--- config.mk ---
export PLATFORM = sky130hd
export DESIGN_NAME = scan_to_cartesian_points_flat
export DESIGN_NICKNAME = d
export VERILOG_FILES = /design/src/rtl/stc_pkg.sv /design/src/rtl/stc_if.sv /design/src/rtl/stc_cordic.sv /design/src/rtl/scan_to_cartesian_points.sv /design/src/flat_wrapper.sv
export VERILOG_INCLUDE_DIRS = /design/src /design/src/rtl
export SDC_FILE = /design/constraint.sdc
export NUM_CORES = 2
export LEC_CHECK = 0
export ABC_CLOCK_PERIOD_IN_PS = 10150
export BUFFER_PORTS_ARGS = -buffer_cell sky130_fd_sc_hd__clkbuf_2
export CAP_MARGIN = 20
export CORE_ASPECT_RATIO = 1.2
export CORE_UTILIZATION = 45
export CTS_CLUSTER_SIZE = 14
export DETAILED_ROUTE_END_ITERATION = 10
export PLACE_DENSITY = 0.64
export SLEW_MARGIN = 10
export SYNTH_ARGS = -nofsm -noshare
export SYNTH_HDL_FRONTEND = slang
export SYNTH_SLANG_ARGS = --single-unit
--- constraint.sdc ---
create_clock -name clk_i -period 10.15 [get_ports clk_i]
set_input_delay 3.045 -clock clk_i [delete_from_list [all_inputs] [get_ports clk_i]]
set_output_delay 3.045 -clock clk_i [all_outputs]
set_load 0.1 [all_outputs]
--- src/rtl/assert_macros.svh ---
// Assertion macros shared by the RTL of the scan-to-points block.
`ifndef ASSERT_MACROS_SVH
`define ASSERT_MACROS_SVH
`ifndef ASSERT_OFF
// Check on every clock edge outside reset.
`define ASSERT_RST(lbl, prop, msg) \
  lbl: assert property (@(posedge clk_i) disable iff (!rst_ni) prop) else $error(msg);
// Check on every clock edge, reset included.
`define ASSERT_ALWAYS(lbl, prop, msg) \
  lbl: assert property (@(posedge clk_i) prop) else $error(msg);
`else
`define ASSERT_RST(lbl, prop, msg)
`define ASSERT_ALWAYS(lbl, prop, msg)
`endif
`endif

--- src/rtl/stc_pkg.sv ---
// Types, constants and tables for the scan-to-points block.
`timescale 1ns / 1ps
package stc_pkg;

  localparam int MAX_BEAMS    = 4096;
  localparam int CORDIC_STEPS = 16;

  // Field widths
  localparam int RANGE_W = 16;
  localparam int ANGLE_W = 16;
  localparam int COORD_W = 17;
  localparam int CFG_W   = 16;
  localparam int CFG_IDX_W = 2;

  // Register indexes
  localparam logic [CFG_IDX_W-1:0] CFG_START_ANGLE = 2'd0;
  localparam logic [CFG_IDX_W-1:0] CFG_ANGLE_STEP  = 2'd1;

  // CORDIC datapath widths
  localparam int XW      = 35;          // x, y with 16 fraction bits
  localparam int ZW      = 33;          // angle accumulator, 2^32 per turn
  localparam int ATAN_W  = 30;
  localparam int GAIN_W  = 30;
  localparam int PROD_W  = RANGE_W + GAIN_W;
  localparam int RND_W   = XW - 16;
  localparam int LUT_IDX_W = 5;
  localparam logic [GAIN_W-1:0] GAIN_Q30 = 30'd652032874;
  localparam int OUT_LIMIT = 65535;

  typedef enum logic [2:0] {
    CS_IDLE,
    CS_GAIN,
    CS_ITER,
    CS_ROUND,
    CS_HOLD
  } cordic_state_e;

  // Request from the control side to the CORDIC unit
  typedef struct packed {
    logic               start;
    logic               take;
    logic [RANGE_W-1:0] range_mm;
    logic [ANGLE_W-1:0] angle;
  } cordic_req_t;

  // Result of the CORDIC unit
  typedef struct packed {
    logic                      done;
    logic signed [COORD_W-1:0] x_mm;
    logic signed [COORD_W-1:0] y_mm;
  } cordic_rsp_t;

  // round(atan(2^-i) / (2 pi) * 2^32)
  function automatic logic [ATAN_W-1:0] atan_lut(input logic [LUT_IDX_W-1:0] i);
    logic [ATAN_W-1:0] v;
    case (i)
      5'd0:  v = 30'd536870912;
      5'd1:  v = 30'd316933406;
      5'd2:  v = 30'd167458907;
      5'd3:  v = 30'd85004756;
      5'd4:  v = 30'd42667331;
      5'd5:  v = 30'd21354465;
      5'd6:  v = 30'd10679838;
      5'd7:  v = 30'd5340245;
      5'd8:  v = 30'd2670163;
      5'd9:  v = 30'd1335087;
      5'd10: v = 30'd667544;
      5'd11: v = 30'd333772;
      5'd12: v = 30'd166886;
      5'd13: v = 30'd83443;
      5'd14: v = 30'd41722;
      5'd15: v = 30'd20861;
      5'd16: v = 30'd10430;
      5'd17: v = 30'd5215;
      5'd18: v = 30'd2608;
      5'd19: v = 30'd1304;
      5'd20: v = 30'd652;
      5'd21: v = 30'd326;
      5'd22: v = 30'd163;
      5'd23: v = 30'd81;
      default: v = '0;
    endcase
    return v;
  endfunction

endpackage

--- src/rtl/stc_if.sv ---
// Valid/ready stream interfaces for scanner samples and points.
`timescale 1ns / 1ps
interface stc_in_if;
  logic                          valid;
  logic                          ready;
  logic [stc_pkg::RANGE_W-1:0]   range_mm;
  logic                          range_invalid;
  logic                          scan_start;

  modport source (output valid, range_mm, range_invalid, scan_start, input ready);
  modport sink   (input valid, range_mm, range_invalid, scan_start, output ready);
endinterface

interface stc_out_if;
  logic                               valid;
  logic                               ready;
  logic signed [stc_pkg::COORD_W-1:0] x_mm;
  logic signed [stc_pkg::COORD_W-1:0] y_mm;

  modport source (output valid, x_mm, y_mm, input ready);
  modport sink   (input valid, x_mm, y_mm, output ready);
endinterface

--- src/rtl/stc_cordic.sv ---
// Iterative CORDIC rotation unit: gain, one micro-rotation per cycle, rounding.
`timescale 1ns / 1ps
module stc_cordic #(
  parameter int CORDIC_STEPS = stc_pkg::CORDIC_STEPS
) (
  input  logic                 clk_i,
  input  logic                 rst_ni,
  input  stc_pkg::cordic_req_t req_i,
  output stc_pkg::cordic_rsp_t rsp_o
);

  localparam int CNT_W = (CORDIC_STEPS > 1) ? $clog2(CORDIC_STEPS) : 1;
  localparam int XW    = stc_pkg::XW;
  localparam int ZW    = stc_pkg::ZW;
  localparam int RW    = stc_pkg::RND_W;

  stc_pkg::cordic_state_e state_q, state_d;

  logic [CNT_W-1:0]              cnt_q, cnt_d;
  logic signed [XW-1:0]          x_q, x_d, y_q, y_d;
  logic signed [ZW-1:0]          z_q, z_d;
  logic                          flip_q, flip_d;
  logic signed [stc_pkg::COORD_W-1:0] xo_q, xo_d, yo_q, yo_d;

  // Saturate a rounded coordinate to the output range
  function automatic logic signed [stc_pkg::COORD_W-1:0] clamp_out(
      input logic signed [RW:0] v);
    logic signed [stc_pkg::COORD_W-1:0] r;
    if (v > (RW+1)'(stc_pkg::OUT_LIMIT)) begin
      r = stc_pkg::COORD_W'(stc_pkg::OUT_LIMIT);
    end else if (v < -(RW+1)'(stc_pkg::OUT_LIMIT)) begin
      r = -stc_pkg::COORD_W'(stc_pkg::OUT_LIMIT);
    end else begin
      r = v[stc_pkg::COORD_W-1:0];
    end
    return r;
  endfunction

  // Quadrant fold of the beam angle
  logic                         fold;
  logic [stc_pkg::ANGLE_W-1:0]  ang_f;
  logic signed [ZW-1:0]         z0;
  assign fold  = req_i.angle[15] ^ req_i.angle[14];
  assign ang_f = {req_i.angle[15] ^ fold, req_i.angle[14:0]};
  assign z0    = $signed({ang_f[15], ang_f, 16'h0000});

  // Gain-compensated start value
  logic [stc_pkg::PROD_W-1:0] gprod;
  logic signed [XW-1:0]       x0;
  assign gprod = stc_pkg::PROD_W'(req_i.range_mm) * stc_pkg::PROD_W'(stc_pkg::GAIN_Q30)
               + stc_pkg::PROD_W'(8192);
  assign x0    = $signed({3'b000, gprod[stc_pkg::PROD_W-1:14]});

  // Shared micro-rotation unit
  logic signed [XW-1:0] dx, dy;
  logic signed [ZW-1:0] at;
  assign dx = y_q >>> cnt_q;
  assign dy = x_q >>> cnt_q;
  assign at = $signed({{(ZW-stc_pkg::ATAN_W){1'b0}},
                       stc_pkg::atan_lut(stc_pkg::LUT_IDX_W'(cnt_q))});

  // Rounding to millimetres
  logic signed [XW-1:0] xs, ys;
  logic signed [RW:0]   xe, ye, xn, yn;
  assign xs = x_q + XW'(32768);
  assign ys = y_q + XW'(32768);
  assign xe = {xs[XW-1], xs[XW-1:16]};
  assign ye = {ys[XW-1], ys[XW-1:16]};
  assign xn = flip_q ? -xe : xe;
  assign yn = flip_q ? -ye : ye;

  // Next state
  always_comb begin
    state_d = state_q;
    case (state_q)
      stc_pkg::CS_IDLE:  if (req_i.start) state_d = stc_pkg::CS_GAIN;
      stc_pkg::CS_GAIN:  state_d = stc_pkg::CS_ITER;
      stc_pkg::CS_ITER:  if (cnt_q == CNT_W'(CORDIC_STEPS - 1)) state_d = stc_pkg::CS_ROUND;
      stc_pkg::CS_ROUND: state_d = stc_pkg::CS_HOLD;
      stc_pkg::CS_HOLD:  if (req_i.take) state_d = stc_pkg::CS_IDLE;
      default:           state_d = stc_pkg::CS_IDLE;
    endcase
  end

  // Datapath
  always_comb begin
    cnt_d  = cnt_q;
    x_d    = x_q;
    y_d    = y_q;
    z_d    = z_q;
    flip_d = flip_q;
    xo_d   = xo_q;
    yo_d   = yo_q;
    case (state_q)
      stc_pkg::CS_GAIN: begin
        x_d    = x0;
        y_d    = '0;
        z_d    = z0;
        flip_d = fold;
        cnt_d  = '0;
      end
      stc_pkg::CS_ITER: begin
        if (!z_q[ZW-1]) begin
          x_d = x_q - dx;
          y_d = y_q + dy;
          z_d = z_q - at;
        end else begin
          x_d = x_q + dx;
          y_d = y_q - dy;
          z_d = z_q + at;
        end
        cnt_d = cnt_q + CNT_W'(1);
      end
      stc_pkg::CS_ROUND: begin
        xo_d = clamp_out(xn);
        yo_d = clamp_out(yn);
      end
      default: ;
    endcase
  end

  // Outputs: the rounded word is ready while holding
  assign rsp_o.done = (state_q == stc_pkg::CS_HOLD);
  assign rsp_o.x_mm = xo_q;
  assign rsp_o.y_mm = yo_q;

  // Hold the sequencer state
  always_ff @(posedge clk_i or negedge rst_ni) begin
    if (!rst_ni) begin
      state_q <= stc_pkg::CS_IDLE;
      cnt_q   <= '0;
    end else begin
      state_q <= state_d;
      cnt_q   <= cnt_d;
    end
  end

  // Hold the datapath words
  always_ff @(posedge clk_i) begin
    x_q    <= x_d;
    y_q    <= y_d;
    z_q    <= z_d;
    flip_q <= flip_d;
    xo_q   <= xo_d;
    yo_q   <= yo_d;
  end

endmodule

--- src/rtl/scan_to_cartesian_points.sv ---
// Top level of the scan-to-points block: handshakes, registers, beam index, output word.
`timescale 1ns / 1ps
// Turns range-scanner samples into Cartesian points (x_mm, y_mm). The beam angle is
// start_angle + beam_index * angle_step in binary angle units; the index restarts on
// scan_start and stops at MAX_BEAMS-1. An invalid sample is taken without making the
// input side busy and gives no word. A valid sample keeps the input side busy until
// its word leaves the unit: one shared add/shift stage performs one CORDIC micro-rotation
// per cycle, framed by angle, gain and rounding steps. The finished
// word waits in an output register, so the next sample is taken while it is pending;
// while that register still holds an untaken word, the input stays busy longer.
module scan_to_cartesian_points #(
  parameter int MAX_BEAMS    = stc_pkg::MAX_BEAMS,
  parameter int CORDIC_STEPS = stc_pkg::CORDIC_STEPS
) (
  input  logic                            clk_i,
  input  logic                            rst_ni,
  stc_in_if.sink                          in_i,
  stc_out_if.source                       out_o,
  input  logic                            cfg_we_i,
  input  logic [stc_pkg::CFG_IDX_W-1:0]   cfg_idx_i,
  input  logic [stc_pkg::CFG_W-1:0]       cfg_data_i
);

  `include "assert_macros.svh"

  localparam int IDX_W = $clog2(MAX_BEAMS);

  logic [stc_pkg::ANGLE_W-1:0] start_angle_q, angle_step_q;
  logic [IDX_W-1:0]            idx_q, idx_d, idx_use;
  logic                        busy_q, start_q, out_valid_q;
  logic [stc_pkg::RANGE_W-1:0] range_q;
  logic [stc_pkg::ANGLE_W-1:0] angle_q, angle_d;
  logic signed [stc_pkg::COORD_W-1:0] x_q, y_q;
  logic                        accept, out_load;
  logic [31:0]                 step_prod;

  stc_pkg::cordic_req_t req;
  stc_pkg::cordic_rsp_t rsp;

  assign in_i.ready = !busy_q;
  assign accept     = in_i.valid && in_i.ready;

  // Beam index for this sample and the one after it
  assign idx_use   = in_i.scan_start ? '0 : idx_q;
  assign idx_d     = (idx_use == IDX_W'(MAX_BEAMS - 1)) ? idx_use : idx_use + IDX_W'(1);
  assign step_prod = 32'(idx_use) * 32'(angle_step_q);
  assign angle_d   = start_angle_q + step_prod[stc_pkg::ANGLE_W-1:0];

  // Move the finished word to the output register when it is free
  assign out_load = rsp.done && (!out_valid_q || out_o.ready);

  assign req.start    = start_q;
  assign req.take     = out_load;
  assign req.range_mm = range_q;
  assign req.angle    = angle_q;

  stc_cordic #(
    .CORDIC_STEPS (CORDIC_STEPS)
  ) u_cordic (
    .clk_i  (clk_i),
    .rst_ni (rst_ni),
    .req_i  (req),
    .rsp_o  (rsp)
  );

  // Configuration writes
  always_ff @(posedge clk_i or negedge rst_ni) begin
    if (!rst_ni) begin
      start_angle_q <= '0;
      angle_step_q  <= '0;
    end else if (cfg_we_i) begin
      case (cfg_idx_i)
        stc_pkg::CFG_START_ANGLE: start_angle_q <= cfg_data_i;
        stc_pkg::CFG_ANGLE_STEP:  angle_step_q  <= cfg_data_i;
        default: ;
      endcase
    end
  end

  // Advance the index, launch the unit, track busy and the output word
  always_ff @(posedge clk_i or negedge rst_ni) begin
    if (!rst_ni) begin
      idx_q       <= '0;
      busy_q      <= 1'b0;
      start_q     <= 1'b0;
      out_valid_q <= 1'b0;
    end else begin
      start_q <= accept && !in_i.range_invalid;
      if (accept) begin
        idx_q <= idx_d;
        if (!in_i.range_invalid) begin
          busy_q <= 1'b1;
        end
      end
      if (out_load) begin
        busy_q      <= 1'b0;
        out_valid_q <= 1'b1;
      end else if (out_o.ready) begin
        out_valid_q <= 1'b0;
      end
    end
  end

  // Capture the sample payload and the result word
  always_ff @(posedge clk_i) begin
    if (accept) begin
      range_q <= in_i.range_mm;
      angle_q <= angle_d;
    end
    if (out_load) begin
      x_q <= rsp.x_mm;
      y_q <= rsp.y_mm;
    end
  end

  assign out_o.valid = out_valid_q;
  assign out_o.x_mm  = x_q;
  assign out_o.y_mm  = y_q;

  `ASSERT_RST(a_load_only_busy, out_load |-> busy_q, "result word without a sample in work")
  `ASSERT_RST(a_idx_bound, idx_q <= IDX_W'(MAX_BEAMS - 1), "beam index past its end")
  `ASSERT_RST(a_drop_invalid, accept && in_i.range_invalid |=> !busy_q && !start_q, "invalid sample started work")
  `ASSERT_RST(a_start_follows, start_q |-> $past(accept), "unit launched without an accepted sample")

endmodule
--- src/flat_wrapper.sv ---
// flat-port wrapper written by rule: the top's interface ports become plain ports
module scan_to_cartesian_points_flat 
#(
  parameter int MAX_BEAMS    = stc_pkg::MAX_BEAMS,
  parameter int CORDIC_STEPS = stc_pkg::CORDIC_STEPS
)
  (clk_i, rst_ni, cfg_we_i, cfg_idx_i, cfg_data_i, in_i_valid, in_i_range_mm, in_i_range_invalid, in_i_scan_start, in_i_ready, out_o_valid, out_o_x_mm, out_o_y_mm, out_o_ready);
  stc_in_if in_i_i ();
  stc_out_if out_o_i ();
  input  logic clk_i;
  input  logic rst_ni;
  input  logic cfg_we_i;
  input  logic [stc_pkg::CFG_IDX_W-1:0] cfg_idx_i;
  input  logic [stc_pkg::CFG_W-1:0] cfg_data_i;
  input wire logic [$bits(in_i_i.valid)-1:0] in_i_valid;
  input wire logic [$bits(in_i_i.range_mm)-1:0] in_i_range_mm;
  input wire logic [$bits(in_i_i.range_invalid)-1:0] in_i_range_invalid;
  input wire logic [$bits(in_i_i.scan_start)-1:0] in_i_scan_start;
  output wire logic [$bits(in_i_i.ready)-1:0] in_i_ready;
  output wire logic [$bits(out_o_i.valid)-1:0] out_o_valid;
  output wire logic [$bits(out_o_i.x_mm)-1:0] out_o_x_mm;
  output wire logic [$bits(out_o_i.y_mm)-1:0] out_o_y_mm;
  input wire logic [$bits(out_o_i.ready)-1:0] out_o_ready;
  assign in_i_i.valid = in_i_valid;
  assign in_i_i.range_mm = in_i_range_mm;
  assign in_i_i.range_invalid = in_i_range_invalid;
  assign in_i_i.scan_start = in_i_scan_start;
  assign in_i_ready = in_i_i.ready;
  assign out_o_valid = out_o_i.valid;
  assign out_o_x_mm = out_o_i.x_mm;
  assign out_o_y_mm = out_o_i.y_mm;
  assign out_o_i.ready = out_o_ready;
  scan_to_cartesian_points #(.MAX_BEAMS(MAX_BEAMS), .CORDIC_STEPS(CORDIC_STEPS)) u_core (.clk_i(clk_i), .rst_ni(rst_ni), .in_i(in_i_i), .out_o(out_o_i), .cfg_we_i(cfg_we_i), .cfg_idx_i(cfg_idx_i), .cfg_data_i(cfg_data_i));
endmodule
Word level (Yosys, flattened, before mapping)
Memories as Yosys holds them, arrays and structs flattened.
Cells that the tools add are included.
{"block": "word_totals", "register_bits": 258, "rom_bits": 480, "inputBits": 41, "out_inout_bits": 36, "elab_cells": 96, "memories": 1}
{"name": "(no name shown)", "words": 16, "width": 30, "rd": 1, "rd_ports_with_merged_regs": 0, "write_ports": 0, "line": "stc_pkg.sv:56", "source": "case (i)"}
{"block": "op_classes", "addsub": 14, "multipliers": 2, "order_cmp": 4, "n_eq_ne": 11, "n_shift": 2, "n_mux": 22, "bitwise": 2, "n_reduce_logical": 18}
{"operator": "35-bit one-hot mux with 2 select lines", "count": 2}
{"operator": "35-bit by 17-bit adder with 35-bit output (second input constant)", "count": 2}
{"operator": "35-bit adder", "count": 2}
{"operator": "35-bit two-way mux", "count": 2}
{"operator": "35-bit by 4-bit >>> shifter with 35-bit output", "count": 2}
{"operator": "35-bit subtractor", "count": 2}
{"operator": "33-bit one-hot mux with 2 select lines", "count": 1}
{"operator": "46-bit by 14-bit adder with 46-bit output (second input constant)", "count": 1}
{"operator": "16-bit by 29-bit multiplier with 45-bit output (second input constant)", "count": 1}
{"operator": "20-bit by 17-bit > comparator with 1-bit output (second input constant)", "count": 2}
{"operator": "20-bit by 17-bit less-than comparator with 1-bit output (second input constant)", "count": 2}
{"operator": "20-bit two-way mux", "count": 2}
{"operator": "19-bit negation with 20-bit output", "count": 2}
{"operator": "17-bit two-way mux", "count": 2}
{"operator": "33-bit by 31-bit adder with 33-bit output", "count": 1}
{"operator": "33-bit two-way mux", "count": 1}
{"operator": "33-bit by 31-bit subtractor with 33-bit output", "count": 1}
{"operator": "12-bit two-way mux", "count": 2}
{"operator": "16-bit adder", "count": 1}
{"operator": "12-bit by 16-bit multiplier with 16-bit output", "count": 1}
{"operator": "3-bit one-hot mux with 5 select lines", "count": 1}
{"operator": "12-bit by 1-bit adder with 12-bit output (second input constant)", "count": 1}
{"operator": "12-bit == test (second input constant)", "count": 1}
{"operator": "3-bit two-way mux", "count": 3}
{"operator": "20 further kinds", "count": 37}

Logic depth before layout (Yosys ltp)
{"block": "depth", "word_depth": 5, "mapped_depth": 31, "ltp_nobuf": 26}

Hierarchy
A second synthesis with hierarchy kept.
{"block": "unflattened", "hier_cells": 3796, "hier_area_um2": 34744.6}
{"module": "stc_cordic", "n_inst": 1, "cells_each": 3075, "area_each_um2": 26638.0, "seq_area_each_um2": 4319.1}
{"module": "scan_to_cartesian_points", "n_inst": 1, "cells_each": 721, "area_each_um2": 8106.5, "seq_area_each_um2": 3158.0}

Worst setup path before layout
OpenSTA, ideal clock, no wires.
{"block": "synth_path", "path_type": "input to register", "from": "input port in_i_scan_start", "to": "register u_core.angle_q[15] in the netlist's numbering, data pin", "setup_ps": 260, "arrival_ps": 8106, "t_required_ps": 9890, "path_slack_ps": 1784, "cell_stages": 25, "path_buffers": 3, "cell_sequence": "clkbuf_1 nor2b_1 clkbuf_1 clkbuf_1 nand2_1 fa_1 inv_1 fa_1 fa_1 inv_1 fa_1 fa_1 inv_1 ha_1 inv_1 o21bai_1 a21oi_1 o21bai_1 a21oi_1 nor2b_1 o21a_1 o21ai_0 nand2b_1 a21oi_1 xnor2_1"}
{"block": "synth_between", "elab_chain_len": 3}
{"item": "start: declaration", "line": "flat_wrapper.sv:18", "source": "input wire logic [$bits(in_i_i.scan_start)-1:0] in_i_scan_start;"}
{"item": "12-bit two-way mux", "line": "scan_to_cartesian_points.sv:44", "source": "assign idx_use = in_i.scan_start ? '0 : idx_q;"}
{"item": "12-bit by 16-bit multiplier with 16-bit output", "line": "scan_to_cartesian_points.sv:46", "source": "assign step_prod = 32'(idx_use) * 32'(angle_step_q);"}
{"item": "16-bit adder", "line": "scan_to_cartesian_points.sv:47", "source": "assign angle_d = start_angle_q + step_prod[stc_pkg::ANGLE_W-1:0];"}
{"item": "net u_core.angle_d (one bit)", "line": "scan_to_cartesian_points.sv:32", "source": "logic [stc_pkg::ANGLE_W-1:0] angle_q, angle_d;"}
{"item": "end signal: assignment", "line": "scan_to_cartesian_points.sv:108", "source": "angle_q <= angle_d;"}
{"item": "end: declaration", "line": "scan_to_cartesian_points.sv:32"}
The timed path passes the listed nets, and every way through them passes these cells.
A chain may end at the register's enable or synchronous reset.

Worst setup path in the final report
{"block": "layout_path", "from": "register u_core.range_q[13] in the netlist's numbering", "to": "register u_core.u_cordic.x_q[24], data pin"}
{"block": "layout_between", "elab_chain_len": 3}
{"item": "start: declaration", "line": "scan_to_cartesian_points.sv:31", "source": "logic [stc_pkg::RANGE_W-1:0] range_q;"}
{"item": "start signal: assignment", "line": "scan_to_cartesian_points.sv:107", "source": "range_q <= in_i.range_mm;"}
{"item": "16-bit by 29-bit multiplier with 45-bit output", "line": "stc_cordic.sv:50", "source": "assign gprod = stc_pkg::PROD_W'(req_i.range_mm) * stc_pkg::PROD_W'(stc_pkg::GAIN_Q30)"}
{"item": "46-bit by 14-bit adder with 46-bit output", "line": "stc_cordic.sv:51", "source": "+ stc_pkg::PROD_W'(8192);"}
{"item": "35-bit one-hot mux with 2 select lines", "line": "stc_cordic.sv:94", "source": "case (state_q)"}
{"item": "net u_core.u_cordic.x_d[24]", "line": "stc_cordic.sv:20", "source": "logic signed [XW-1:0] x_q, x_d, y_q, y_d;"}
{"item": "end signal: assignment", "line": "stc_cordic.sv:140", "source": "x_q <= x_d;"}
{"item": "end: declaration", "line": "stc_cordic.sv:20"}
The timed path passes the listed nets, and every way through them passes these cells.

==> results list <==
- Max-slew violation count: 0
- The clock arrives with between 0.01 and 0.015 ns of skew.
- Detailed-route wire length: around 81 mm
* Fraction of post-synthesis cell area in the top cell type by area: 17.87%
- Starting utilization of the core area: 45.62%
- Global route overflow: 0
- The area growth from synthesis to layout is 6.654%.
- Reg-to-reg endpoint: u_core.u_cordic.x_q[24]
- Clock Tree Buf Depth: 3
- The core region is 75,150 um2.
- Number of flops mapped to enable cells by yosys: 204
- Setup violations remaining at the end of the flow were counted as 0.
* Status: completed
- Once placement completed, the tool counted placed cells totaling 4,648.
- Cells along the critical path: ha_1 > inv_1 > fa_1 > inv_1 > xnor2_1 > ha_1 > o21bai_1 > fa_1 > fa_1 > inv_1 > fa_1 > inv_1 > ha_1 > and4_1 > and3_1 > nand3_1 > a21oi_1 > o21ai_1 > xnor2_1 > nand3_1 > or4_1 > o32ai_2 > o21ai_1 > or3_1
- For the worst setup path, the data required time is 10.50 ns.
- Input and output buffers added on the ports amount to 76.
- The initial antenna violation count is 0.
* Detailed-routing iteration count for the pre-antenna-repair pass: 6
- Timing would allow up to 0.1221 GHz.
- Net count, final: roughly 4,300
- Sequential cell area fraction in the yosys report: ~22%
- In this run the count of I/O pins placed on the die edge is 77.
- TritonCTS built the clock tree.
- Cell at the root of the clock tree: sky130_fd_sc_hd__clkbuf_16
* Average via count per standard cell: 5.469
* Maximum Capacitance Violations: 0
* Count of buffers added by post-CTS timing repair for setup: 0
* Number of hold buffers added after cts: 0
- Placer Congestion: 0.9486
- Hold WS: ~0.4 ns
- Main area contributors after synthesis: sky130_fd_sc_hd__edfxtp_1 (18%), sky130_fd_sc_hd__fa_1 (15%), sky130_fd_sc_hd__ha_1 (11%)
- Post-Syn Area per Cell: roughly 9 um2
* Total clock sinks: 258
- Cell taking the most area after synthesis: sky130_fd_sc_hd__edfxtp_1
* Number of buffers and inverters on the critical path: 4
- Yosys cell types: 93
- The detailed router finished its first iteration with 1,499 violations.
- Across all layers, the routed design uses 25,730 vias.
* Nets in the synthesized netlist: 4,324
- Crit Path Category: flop to flop
- In the routed design, unresolved DRC markers number 0.
- The worst hold path was traced through 0 stages.
- At the worst endpoint, the arrival time is 8.54 ns.
* Vias in the first global route: 25,460
* Detailed placement HPWL: 64.83 mm
* All-layer global routing usage: 21.17%
* Asr flop ratio synth: 20.93%
* Type of the worst min-delay path: flop to flop
- The clock reaches the later pin of the worst-skew pair after 0.61 ns.
- Largest net degree at the start of global routing: 81
* Synthesized netlist cell count: 3,705
- Of all nets on the critical path, the largest fanout is 10.
* Wire length of the first global-routing pass: between 100 and 150 mm
- Ratio of final minimum period to clock period: about four fifths
* Hold path startpoint: u_core.u_cordic.xo_q[2]
- RSZ-0062 raised after global routing: false
- By instance count, the leading cell after synthesis is sky130_fd_sc_hd__inv_1.
- Top cell types by occurrence after synthesis: sky130_fd_sc_hd__inv_1 (449), sky130_fd_sc_hd__nand2_1 (361), sky130_fd_sc_hd__ha_1 (315)
- Once detail routing completed, the nets flagged for antenna violations numbered 0.
* Clock slew at the register clock pins of the worst setup and hold paths: 0.06 ns
- The floorplan step defined a die boundary enclosing ~77,000 um2.
- Transition time at the pin with the least slew margin: approximately 1.2 ns
- Max stage delay cell, worst path: sky130_fd_sc_hd__or4_1
- Worst R2R Start: u_core.range_q[13]
* Htree depth: 1
* FP Rows: 110
- Worst reg-to-reg setup slack: 1.96 ns
- Number of synthesis warnings: 0
- Y dimension of the die: between 300 and 400 um
- Excluding fillers, the count of instances in the completed layout stands at between 4,000 and 5,000.
- Share of layout cells above drive strength 1: 9.034%
* CTS Buf Count: 31
- Clock period minus final worst setup slack: between 8 and 9 ns
* Final-report hold violation count: 0
- Among all flip-flop cells after synthesis, the most frequent one is sky130_fd_sc_hd__edfxtp_1.
- Worst relative slew slack: around 22%
* Endpoint type of the worst setup path: flop
- Number of synthesized register bits: 258
- Cell Area, Synth: roughly 34,000 um2
- Peak per-stage delay on the critical path: a little over 0.7 ns
- The repair_antennas step left the layout with diodes totalling 0.
- The worst setup path is launched from a flop.
- After routing, the total negative slack on setup checks comes to 0 ns.
- DIE WIDTH: 254.0 um
- The path with the worst hold slack has its endpoint at u_core.out_o.x_mm[2].
- WL/cell: 17.18 um
* Kind of cell adding the most delay to the critical path: adder cells
- Post-CTS repair changed the size of 0 cells.
* Fill cells: 7,184
- Depth of the most critical reg-to-reg path: 24
-- cells by family after synthesis --
kind of cell    Yosys count  share of synthesized area (%)
xor+xnor                359                          9.173
flops                   258                          21.81
mux                     172                          7.921
fa+ha+maj               578                          26.86
compound gates          694                          12.83
buf+inv                 615                          6.902
simple gates           1029                          14.50
-- sequential cells by signal (all words and copies together) (netlist names), 16 cells and up --
signal                cells
u_core.angle_q           16
u_core.angle_step_q      16
u_core.out_o.x_mm        17
u_core.out_o.y_mm        17
u_core.range_q           16
u_core.start_angle_q     16
u_core.u_cordic.x_q      35
u_core.u_cordic.xo_q     17
u_core.u_cordic.y_q      35
u_core.u_cordic.yo_q     17
u_core.u_cordic.z_q      33
-- layer usage --
metal / track usage (%) / up-vias / routed length (um) / share of wire, %
met5: 0 / - / 0 / 0
met4: 6.837 / 0 / 2716 / 3.4
met3: 1.993 / 150 / 2853 / 3.5
met2: 37.36 / 556 / 40290 / 50
met1: 26.99 / 12330 / 34980 / 43
li1: - / 12700 / - / -
-- layout by cell type, fill, tap and decap left out, drive strengths merged, types with 54 or more instances in the layout --
cell type	n
fa	263
inv	453
a21o	74
xnor2	226
ha	315
nor3	62
nand3	68
nand2	361
mux2	54
dfrtp	54
and2	58
xor2	133
o21ai	164
nor2	216
a21oi	210
mux4	74
edfxtp	204
clkbuf	110
-- worst max path at each step --
stage / from / endpoint / cells past startpoint
after floorplan: in_i_scan_start / u_core.angle_q[15] / 25
after CTS: u_core.range_q[5] / u_core.u_cordic.x_q[26] / 24
after global placement: in_i_scan_start / u_core.angle_q[15] / 26
final: u_core.range_q[13] / u_core.u_cordic.x_q[24] / 24
after global routing: u_core.range_q[5] / u_core.u_cordic.x_q[24] / 24
after detailed placement: in_i_scan_start / u_core.angle_q[15] / 26
-- stage by stage --
stage          instance area, um2  utilization, %  worst slack, ns
6_report                    36560           48.65            1.957
5_1_grt                     36560           48.65            1.452
4_1_cts                     36560           48.64            1.912
3_5_place_dp                35450           47.17            1.429
3_3_place_gp                35450           47.17            1.526
2_1_floorplan               34280               -            1.784
-- worst reg2reg max path, cell delays in order (launching register included) --
cell	delay (ns)
sky130_fd_sc_hd__edfxtp_1	0.62
sky130_fd_sc_hd__ha_1	0.65
sky130_fd_sc_hd__inv_1	0.11
sky130_fd_sc_hd__fa_1	0.55
sky130_fd_sc_hd__inv_1	0.09
sky130_fd_sc_hd__xnor2_1	0.13
sky130_fd_sc_hd__ha_1	0.18
sky130_fd_sc_hd__o21bai_1	0.20
sky130_fd_sc_hd__fa_1	0.51
sky130_fd_sc_hd__fa_1	0.55
sky130_fd_sc_hd__inv_1	0.06
sky130_fd_sc_hd__fa_1	0.53
sky130_fd_sc_hd__inv_1	0.04
sky130_fd_sc_hd__ha_1	0.45
sky130_fd_sc_hd__and4_1	0.30
sky130_fd_sc_hd__and3_1	0.17
sky130_fd_sc_hd__nand3_1	0.13
sky130_fd_sc_hd__a21oi_1	0.46
sky130_fd_sc_hd__o21ai_1	0.23
sky130_fd_sc_hd__xnor2_1	0.32
sky130_fd_sc_hd__nand3_1	0.22
sky130_fd_sc_hd__or4_1	0.71
sky130_fd_sc_hd__o32ai_2	0.25
sky130_fd_sc_hd__o21ai_1	0.09
sky130_fd_sc_hd__or3_1	0.38
-- layout make-up --
class	instances	area [um2]	area share (%)
clock inverters	22	322.8	0.8830
inverters	452	1699	4.647
well taps	1008	1261	3.450
multi-input cells	2832	24450	66.88
clock buffers	34	787.0	2.153
flip-flops and latches	258	7487	20.48
repair buffers	99	550.5	1.506
Power is left out: the tool's default activity adds up to more than one toggle a clock period on the data nets, which glitch-free logic cannot reach.
